[src/rtl/core/ffsd_pkg.sv]
// ----------------------------------------------------------------------------
// ffsd_pkg
// shared types and constants for the flow first-seen detector
// ----------------------------------------------------------------------------
package ffsd_pkg;

	localparam logic [31:0] FNV_BASIS = 32'd2166136261;
	localparam logic [31:0] FNV_PRIME = 32'd16777619;

	localparam int KEY_W = 104;

	// byte 0 of the hash key sits in the low bits
	typedef struct packed {
		logic [7:0]  protocol;
		logic [15:0] dport;
		logic [15:0] sport;
		logic [31:0] dst_addr;
		logic [31:0] src_addr;
	} key_t;

	typedef struct packed {
		logic valid;
		key_t key;
	} slot_t;

	typedef enum logic [1:0] {
		OUT_NEW     = 2'd0,
		OUT_PRESENT = 2'd1,
		OUT_FULL    = 2'd2
	} outcome_t;

	typedef enum logic [2:0] {
		ST_CLEAR,
		ST_IDLE,
		ST_HASH,
		ST_PRIME,
		ST_PROBE,
		ST_DONE
	} ctl_state_t;

	typedef enum logic [1:0] {
		H_IDLE,
		H_ROUND,
		H_MOD,
		H_DONE
	} hash_state_t;

endpackage

[src/rtl/core/ffsd_hash_unit.sv]
// ----------------------------------------------------------------------------
// ffsd_hash_unit
// byte-serial fnv-1a over the 13-byte key zero-padded to 16 bytes, then a
// reciprocal-multiply reduction by the table size on the same multiplier
// (skipped when the table size is a power of two)
// ----------------------------------------------------------------------------
module ffsd_hash_unit
	import ffsd_pkg::*;
#(
	parameter int TABLE_SLOTS = 8192
) (
	input  logic                           clk,
	input  logic                           arst_n,
	input  logic                           start,
	input  key_t                           key,
	output logic                           done,
	output logic [$clog2(TABLE_SLOTS)-1:0] idx
);

	localparam int  SLOT_W     = $clog2(TABLE_SLOTS);
	localparam bit  SLOTS_POW2 = ((1 << SLOT_W) == TABLE_SLOTS);
	localparam logic [31:0] SLOTS_32 = 32'(TABLE_SLOTS);
	// floor(2^32 / TABLE_SLOTS): the quotient estimate is low by at most one
	localparam logic [31:0] RECIP    = 32'((64'd1 << 32) / 64'(TABLE_SLOTS));

	hash_state_t        hstate_q, hstate_d;
	logic [3:0]         round_q;
	logic               mod_step_q;
	logic [127:0]       bytes_q;
	logic [31:0]        h_q;
	logic [31:0]        h_mix;
	logic [31:0]        quot_q;
	logic [31:0]        rem_q;
	logic [31:0]        rem_fix;
	logic [31:0]        mul_a;
	logic [31:0]        mul_b;
	logic [63:0]        mul_p;

	// one fnv round: xor the byte, multiply modulo 2^32
	assign h_mix = h_q ^ {24'd0, bytes_q[7:0]};

	// the one shared multiplier: fnv rounds, then quotient estimate, then
	// quotient times table size
	always_comb begin
		mul_a = h_mix;
		mul_b = FNV_PRIME;
		if (hstate_q == H_MOD) begin
			if (mod_step_q) begin
				mul_a = quot_q;
				mul_b = SLOTS_32;
			end else begin
				mul_a = h_q;
				mul_b = RECIP;
			end
		end
	end

	assign mul_p = {32'd0, mul_a} * {32'd0, mul_b};

	// remainder estimate is below twice the table size, one subtract fixes it
	assign rem_fix = (rem_q >= SLOTS_32) ? (rem_q - SLOTS_32) : rem_q;

	always_ff @(posedge clk or negedge arst_n) begin
		if (!arst_n) begin
			hstate_q <= H_IDLE;
		end else begin
			hstate_q <= hstate_d;
		end
	end

	always_comb begin
		hstate_d = hstate_q;
		case (hstate_q)
			H_IDLE: begin
				if (start) hstate_d = H_ROUND;
			end
			H_ROUND: begin
				if (round_q == 4'hf) hstate_d = SLOTS_POW2 ? H_DONE : H_MOD;
			end
			H_MOD: begin
				if (mod_step_q) hstate_d = H_DONE;
			end
			H_DONE: begin
				hstate_d = H_IDLE;
			end
			default: hstate_d = H_IDLE;
		endcase
	end

	always_ff @(posedge clk) begin
		case (hstate_q)
			H_IDLE: begin
				h_q        <= FNV_BASIS;
				bytes_q    <= {24'd0, key};
				round_q    <= '0;
				mod_step_q <= 1'b0;
			end
			H_ROUND: begin
				h_q     <= mul_p[31:0];
				bytes_q <= {8'd0, bytes_q[127:8]};
				round_q <= round_q + 4'd1;
			end
			H_MOD: begin
				mod_step_q <= 1'b1;
				if (mod_step_q) begin
					rem_q <= h_q - mul_p[31:0];
				end else begin
					quot_q <= mul_p[63:32];
				end
			end
			default: begin
			end
		endcase
	end

	assign done = (hstate_q == H_DONE);
	assign idx  = SLOTS_POW2 ? h_q[SLOT_W-1:0] : rem_fix[SLOT_W-1:0];

endmodule

[config.mk]
export PLATFORM = sky130hd
export DESIGN_NAME = ffsd_hash_unit
export DESIGN_NICKNAME = d
export VERILOG_FILES = /design/src/rtl/core/ffsd_pkg.sv /design/src/rtl/core/ffsd_hash_unit.sv
export SDC_FILE = /design/constraint.sdc
export NUM_CORES = 1
export LEC_CHECK = 0
export ABC_AREA = 1
export BUFFER_PORTS_ARGS = -buffer_cell sky130_fd_sc_hd__buf_2
export CAP_MARGIN = 30
export CORE_AREA = 2 2 159 200
export CTS_BUF_LIST = sky130_fd_sc_hd__clkbuf_16
export CTS_CLUSTER_SIZE = 30
export DETAILED_ROUTE_END_ITERATION = 12
export DIE_AREA = 0 0 161 202
export GPL_ROUTABILITY_DRIVEN = 0
export PLACE_DENSITY = 0.82
export SYNTH_ARGS = -nofsm -noshare
export SYNTH_HDL_FRONTEND = slang
export SYNTH_SLANG_ARGS = --single-unit
[constraint.sdc]
create_clock -name clk -period 7.03 [get_ports clk]
set_input_delay 0.703 -clock clk [delete_from_list [all_inputs] [get_ports clk]]
set_output_delay 0.703 -clock clk [all_outputs]
set_load 0.005 [all_outputs]
==> results of run 1 <==
==> per-stage QoR <==
stage	TNS [ns]	instances	setup WS (ns)	utilization (%)	hold slack, ns
6_report	0	3027	0.236	69.6	0.0297
3_3_place_gp	0	2993	0.350	67.4	0.493
2_1_floorplan	0	2467	0.959	-	0.407
4_1_cts	0	3026	0.0844	69.4	0.0195
3_5_place_dp	0	2994	0.122	67.5	0.491
5_1_grt	-0.00239	3027	-0.00239	69.6	0.0178
==> worst paths after layout <==
check | end | slack, ns | depth (start not counted)
worst max-delay path | quot_q[8]$_DFFE_PP_ | 0.24 | 30
worst min-delay path | hstate_q[0]$_DFFE_PN0P_ | 0.03 | 1
worst max register to register | quot_q[8]$_DFFE_PP_ | 0.24 | 30
worst min register to register | bytes_q[20]$_DFFE_PP_ | 0.51 | 2
max in group asynchronous | hstate_q[1]$_DFFE_PN0P_ | 6.91 | 1
min in group clk | bytes_q[20]$_DFFE_PP_ | 0.51 | 2
==> placed cells by master, fill, tap and decap left out, types with 6 or more instances in the layout <==
cell type and count:
fa_1 143, nand3_1 52, nor2_4 8, a21oi_1 50, clkbuf_16 17, o21ai_0 24, buf_4 40, or2_2 6
xor2_1 15, o21bai_1 15, ha_1 294, inv_1 562, nor3_2 7, and2_1 6, o22ai_1 13, nand4_1 14
nor2_2 33, conb_1 7, nand2_1 774, inv_2 19, nor2_1 141, nand3_2 10, buf_2 120, edfxtp_1 166
nor3_1 15, nand2_2 22
==> sequential cells by signal, indices dropped and copies added, names as in the netlist <==
signal      count
bytes_q       104
h_q            32
quot_q         25
round_q         4
hstate_q        2
mod_step_q      1
==> what timing repair did <==
| item | CTS | global route |
|---|---|---|
| resized for setup | 0 | 15 |
| setup buffers | 0 | 0 |
| endpoints found under the setup margin | 0 | 30 |
==> layer usage <==
layer,up-vias,GRT usage [%],part of all wire (%)
met1,7728,41.5,34
met3,325,6.61,10
met4,2,26.4,8.6
li1,7812,-,-
met2,986,59.2,47
met5,-,0,0.023
==> logic make-up after synthesis <==
kind of cell             count (synthesis)
other                                    2
buffers and inverters                  626
adder cells (fa/ha/maj)                438
flip-flops                             168
AO/OA/AOI/OAI                          116
XOR/XNOR                                17
AND/OR/NAND/NOR                       1095
==> layout make-up <==
class	count	share of cell area [%]
multi-input cells	1673	56.5
flip-flops and latches	168	23.6
inverters	583	10.3
repair buffers	164	4.59
well taps	407	2.39
clock buffers	17	2.00
clock inverters	15	0.669
==> worst register-to-register path: cells and delay by family, from the launching register on <==
family	cells	cell delay [ns]
buf+inv	8	0.79
simple gates	12	1.48
compound gates	1	0.21
fa+ha+maj	9	3.58
flops	1	0.46
==> run_results.csv, run 1 <==
group,metric,value,unit
floorplanning,die_h,202,um
floorplanning,rows,72,
setup_path,crit_top_cell,"nand2_1",
drt,drt_iter0_markers,1652,
logic_synthesis,synth_xor_area_share,0.768,%
global_routing,grt_pass1_vias,17400,
drt,ant_nets,0,
cells_and_area,fillCellCount,2370,
drt,vias,16900,
setup_path,required,7.19,ns
logic_synthesis,muxShareOfSynthArea,0,%
setup_path,crit_slowest_cell,"fa_1",
timing,setup_viol,0,
logic_synthesis,synth_adder_area_share,33.8,%
floorplanning,initial_utilization,63.3,%
setup_path,cp-start-kind,"register",
setup_path,cp_num_buf_inv,8,
global_routing,grt_pass1_wl,89100,um
timing,finalHoldViolations,0,
clock_tree,ctsHoldBuffers,0,
logic_synthesis,synth_top_area_cell,"edfxtp_1",
logic_synthesis,synth_cell_types,43,
timing,max_freq,147,MHz
cells_and_area,area_growth,9.94,%
cells_and_area,diodes,0,
floorplanning,io_pins,121,
floorplanning,core_area,30600,um2
placed_design,placed_area,20700,um2
placed_design,hpwl,46700,um
logic_synthesis,synth_edf_count,166,
drt,wl_per_cell,18.7,um
clock_tree,cts_sinks,168,
floorplanning,fp.dieW,161,um
setup_path,critical_path.top_delay_family,"adder cells",
global_routing,track_usage,35.8,%
logic_synthesis,synth_area,19400,um2
global_routing,grt_max_degree,106,
setup_path,worst_r2r_startpoint,"hstate_q[0]$_DFFE_PN0P_",
clock_tree,clkTransAtPathRegs,0.07,ns
logic_synthesis,synth-seq-cells,168,
timing,skew,0.0113,ns
clock_tree,clk_latency,0.45,ns
cells_and_area,final-seq-area,5030,um2
logic_synthesis,synth_top_family_by_area,"adder cells",
logic_synthesis,syn_inst,2462,
drt,via_per_inst,5.57,
setup_path,critPathLaunch,"hstate_q[0]$_DFFE_PN0P_",
flow_run,drv_cap,0,
drt,drc_errors,0,
timing,worst_pin_slew,0.977,ns
clock_tree,cts_made_buffers,17,
hold_path,hp-class,"in2async",
timing,period_share,96.6,%
outcome,status,"complete, no violations",
clock_tree,ctsRootBufferMaster,"clkbuf_16",
logic_synthesis,synth-async-reset-ratio,1.19,%
timing,period_needed,6.79,ns
logic_synthesis,synth_ff_type,"edfxtp_1",
placed_design,port_buffers,120,
setup_path,endpoint_kind,"register",
setup_path,cpPeakStageDelay,0.57,ns
logic_synthesis,yosys.area_share.simple,23.5,%
cells_and_area,nets,3152,
logic_synthesis,yosysSeqAreaShare,26.0,%
logic_synthesis,ys_top_cells_by_count,"nand2_1 (775), inv_1 (561), ha_1 (295)",
clock_tree,htreeDepth,4,
global_routing,grt-ovfl-total,0,
setup_path,worstPathArrival,6.96,ns
logic_synthesis,yosys.cell_count.top_type,"nand2_1",
global_routing,antenna_found_initial,1,
logic_synthesis,synthDominantCellAreaShare,25.7,%
drt,drtPass1Iterations,9,
drt,routed_wl,56700,um
logic_synthesis,yosys_warnings,0,
setup_path,worstPathMaxFanout,10,
cells_and_area,final_layout_size_suffix_gt1_share,12.0,%
timing,drv_slew,0,
logic_synthesis,avgSynthCellArea,7.88,um2
logic_synthesis,yosys-top-cells-area,"edfxtp_1 (26%), ha_1 (19%), nand2_1 (15%)",
setup_path,path_class,"reg2reg",
cells_and_area,multi_input_area,12000,um2
floorplanning,die_area,32500,um2
timing,max_slew_margin,34.8,%
clock_tree,clockBufferDepth,2,
clock_tree,cts_tree,"done",
cells_and_area,stdcell_area,21300,um2
logic_synthesis,synth_compound_area_share,3.60,%
Power of run 1 is not shown: default switching activity piles up to over one toggle a cycle in this logic, so the estimate is an artifact.
==> run 2: changes to the inputs <==
--- a/config.mk
+++ b/config.mk
@@ -6,7 +6,7 @@
 export NUM_CORES = 1
 export LEC_CHECK = 0
 export ABC_AREA = 1
-export BUFFER_PORTS_ARGS = -buffer_cell sky130_fd_sc_hd__buf_2
+export BUFFER_PORTS_ARGS = -buffer_cell sky130_fd_sc_hd__buf_4
 export CAP_MARGIN = 30
 export CORE_AREA = 2 2 159 200
 export CTS_BUF_LIST = sky130_fd_sc_hd__clkbuf_16
==> run 2 against run 1 <==
Against the previous run:
- via count down 0.66%
- register-to-register slack worse by 0.05 ns
- core utilization up 1.3 points
- cell count up 0.17%
- global-route usage down 0.10 points
- worst hold slack better by 0.00069 ns
- clock skew down 0.0030 ns
- critical path depth down 4
- flip-flop and latch count unchanged
- critical endpoint is now quot_q[19]$_DFFE_PP_
- design area up 1.9%
- die area unchanged
- clock-buffer cell count unchanged
==> run_results.csv, run 2 (same netlist as run 1, synthesis figures left out) <==
group,metric,value,unit
clock_tree,cts_made_buffers,17,
hold_path,hp-class,"in2async",
cells_and_area,nets,3157,
floorplanning,core_area,30600,um2
outcome,status,"complete, no violations",
cells_and_area,largest-register,"bytes_q",
floorplanning,rows,72,
setup_path,endpoint_kind,"register",
timing,fin_setup_tns,0,ns
timing,max_slew_margin,44.9,%
setup_path,worstPathArrival,7.02,ns
cells_and_area,largest_register_ffs,104,
global_routing,grt_max_degree,106,
floorplanning,fp.dieW,161,um
flow_run,drv_cap,0,
timing,setup_slack,0.182,ns
clock_tree,clockBufferDepth,2,
clock_tree,cts_tree,"done",
timing,max_freq,146,MHz
timing,period_share,97.4,%
clock_tree,htreeDepth,4,
drt,wl_met3,5350,um
timing,finalHoldViolations,0,
timing,rsz0062_at_grt,"false",
drt,routed_wl,56400,um
placed_design,dp_slack,0.0889,ns
timing,setup_viol,0,
cells_and_area,final_common_cell,"nand2_1",
floorplanning,die_area,32500,um2
drt,wl_per_cell,18.6,um
timing,period_needed,6.85,ns
timing,whs,0.0304,ns
cells_and_area,area_growth,12.0,%
setup_path,required,7.21,ns
drt,drtPass1Iterations,8,
drt,drt_iter0_markers,1420,
drt,via_per_inst,5.52,
cells_and_area,stdcell_area,21700,um2
global_routing,antenna_found_initial,0,
floorplanning,io_pins,121,
global_routing,track_usage,35.7,%
cells_and_area,reg_top3,"bytes_q: 104 flops, h_q: 32 flops, quot_q: 25 flops",
placed_design,placed_area,21000,um2
drt,wl_met1,19300,um
cells_and_area,fillCellCount,2345,
timing,drv_slew,0,
setup_path,cpPeakStageDelay,0.56,ns
global_routing,grt_pass1_vias,17600,
clock_tree,ctsRootBufferMaster,"clkbuf_16",
floorplanning,die_h,202,um
drt,drc_errors,0,
cells_and_area,diodes,0,
cells_and_area,layout_common_cells,"nand2_1 (774), inv_1 (562), ha_1 (293)",
global_routing,grt_pass1_wl,88900,um
placed_design,port_buffers,120,
cells_and_area,final_layout_size_suffix_gt1_share,12.2,%
setup_path,crit_slowest_cell,"fa_1",
timing,worst_pin_slew,0.826,ns
drt,wl_met2,26200,um
setup_path,worstPathMaxFanout,19,
clock_tree,clkTransAtPathRegs,0.07,ns
drt,vias,16700,
setup_path,crit_top_cell,"ha_1",
clock_tree,cts_sinks,168,
drt,ant_nets,0,
drt,top_layer_used,"met4",
setup_path,path_class,"reg2reg",
floorplanning,initial_utilization,63.3,%
timing,skew,0.00831,ns
global_routing,grt-ovfl-total,0,
setup_path,cp-start-kind,"register",
placed_design,hpwl,47000,um
clock_tree,clk_latency,0.45,ns
## run 2: final cells by class
type                       instances  area (um2)  area share, %
clock buffer                      17         425           1.96
clock inverter                    15         154          0.709
inverter                         583        2190           10.1
multi-input combinational       1673       12000           55.5
sequential                       168        5030           23.2
tap                              407         509           2.34
timing repair buffer             169        1360           6.24
## run 2: through the flow
| stage | instances | util [%] |
|---|---|---|
| final | 3032 | 70.9 |
| after global routing | 3032 | 70.9 |
| after CTS | 3030 | 70.5 |
| after detailed placement | 2998 | 68.6 |
| after global placement | 2996 | 68.5 |
| after floorplan | 2467 | - |
## run 2: repair_timing
item	4_1_cts	5_1_grt
hold buffers	0	0
setup endpoints to repair	1	31
gates resized for setup	1	16
buffers inserted	0	0
pin swaps	0	0
## run 2: worst max-delay path, delay by kind of cell (launching register included)
kind / cells / cell delay (ns)
buf+inv: 6 / 0.66
compound gates: 1 / 0.37
simple gates: 9 / 1.35
flops: 1 / 0.46
xor+xnor: 1 / 0.17
fa+ha+maj: 9 / 3.56
## run 2: metal layers
metal  track usage (%)  vias to the layer above
met2              59.1                      927
met5                 0                        -
met3              7.33                      329
met4              29.4                        0
met1              39.5                     7664
li1                  -                     7822
## run 2: worst paths after layout
check / from / to / slack, ns / cells after the start
max in group asynchronous: arst_n / hstate_q[1]$_DFFE_PN0P_ / 6.91 / 1
hold / removal: arst_n / hstate_q[0]$_DFFE_PN0P_ / 0.03 / 1
min in group clk: bytes_q[27]$_DFFE_PP_ / bytes_q[19]$_DFFE_PP_ / 0.51 / 2
hold reg to reg: bytes_q[27]$_DFFE_PP_ / bytes_q[19]$_DFFE_PP_ / 0.51 / 2
setup / recovery: hstate_q[0]$_DFFE_PN0P_ / quot_q[19]$_DFFE_PP_ / 0.18 / 26
setup reg to reg: hstate_q[0]$_DFFE_PN0P_ / quot_q[19]$_DFFE_PP_ / 0.18 / 26
Power of run 2 is left out for the same reason.
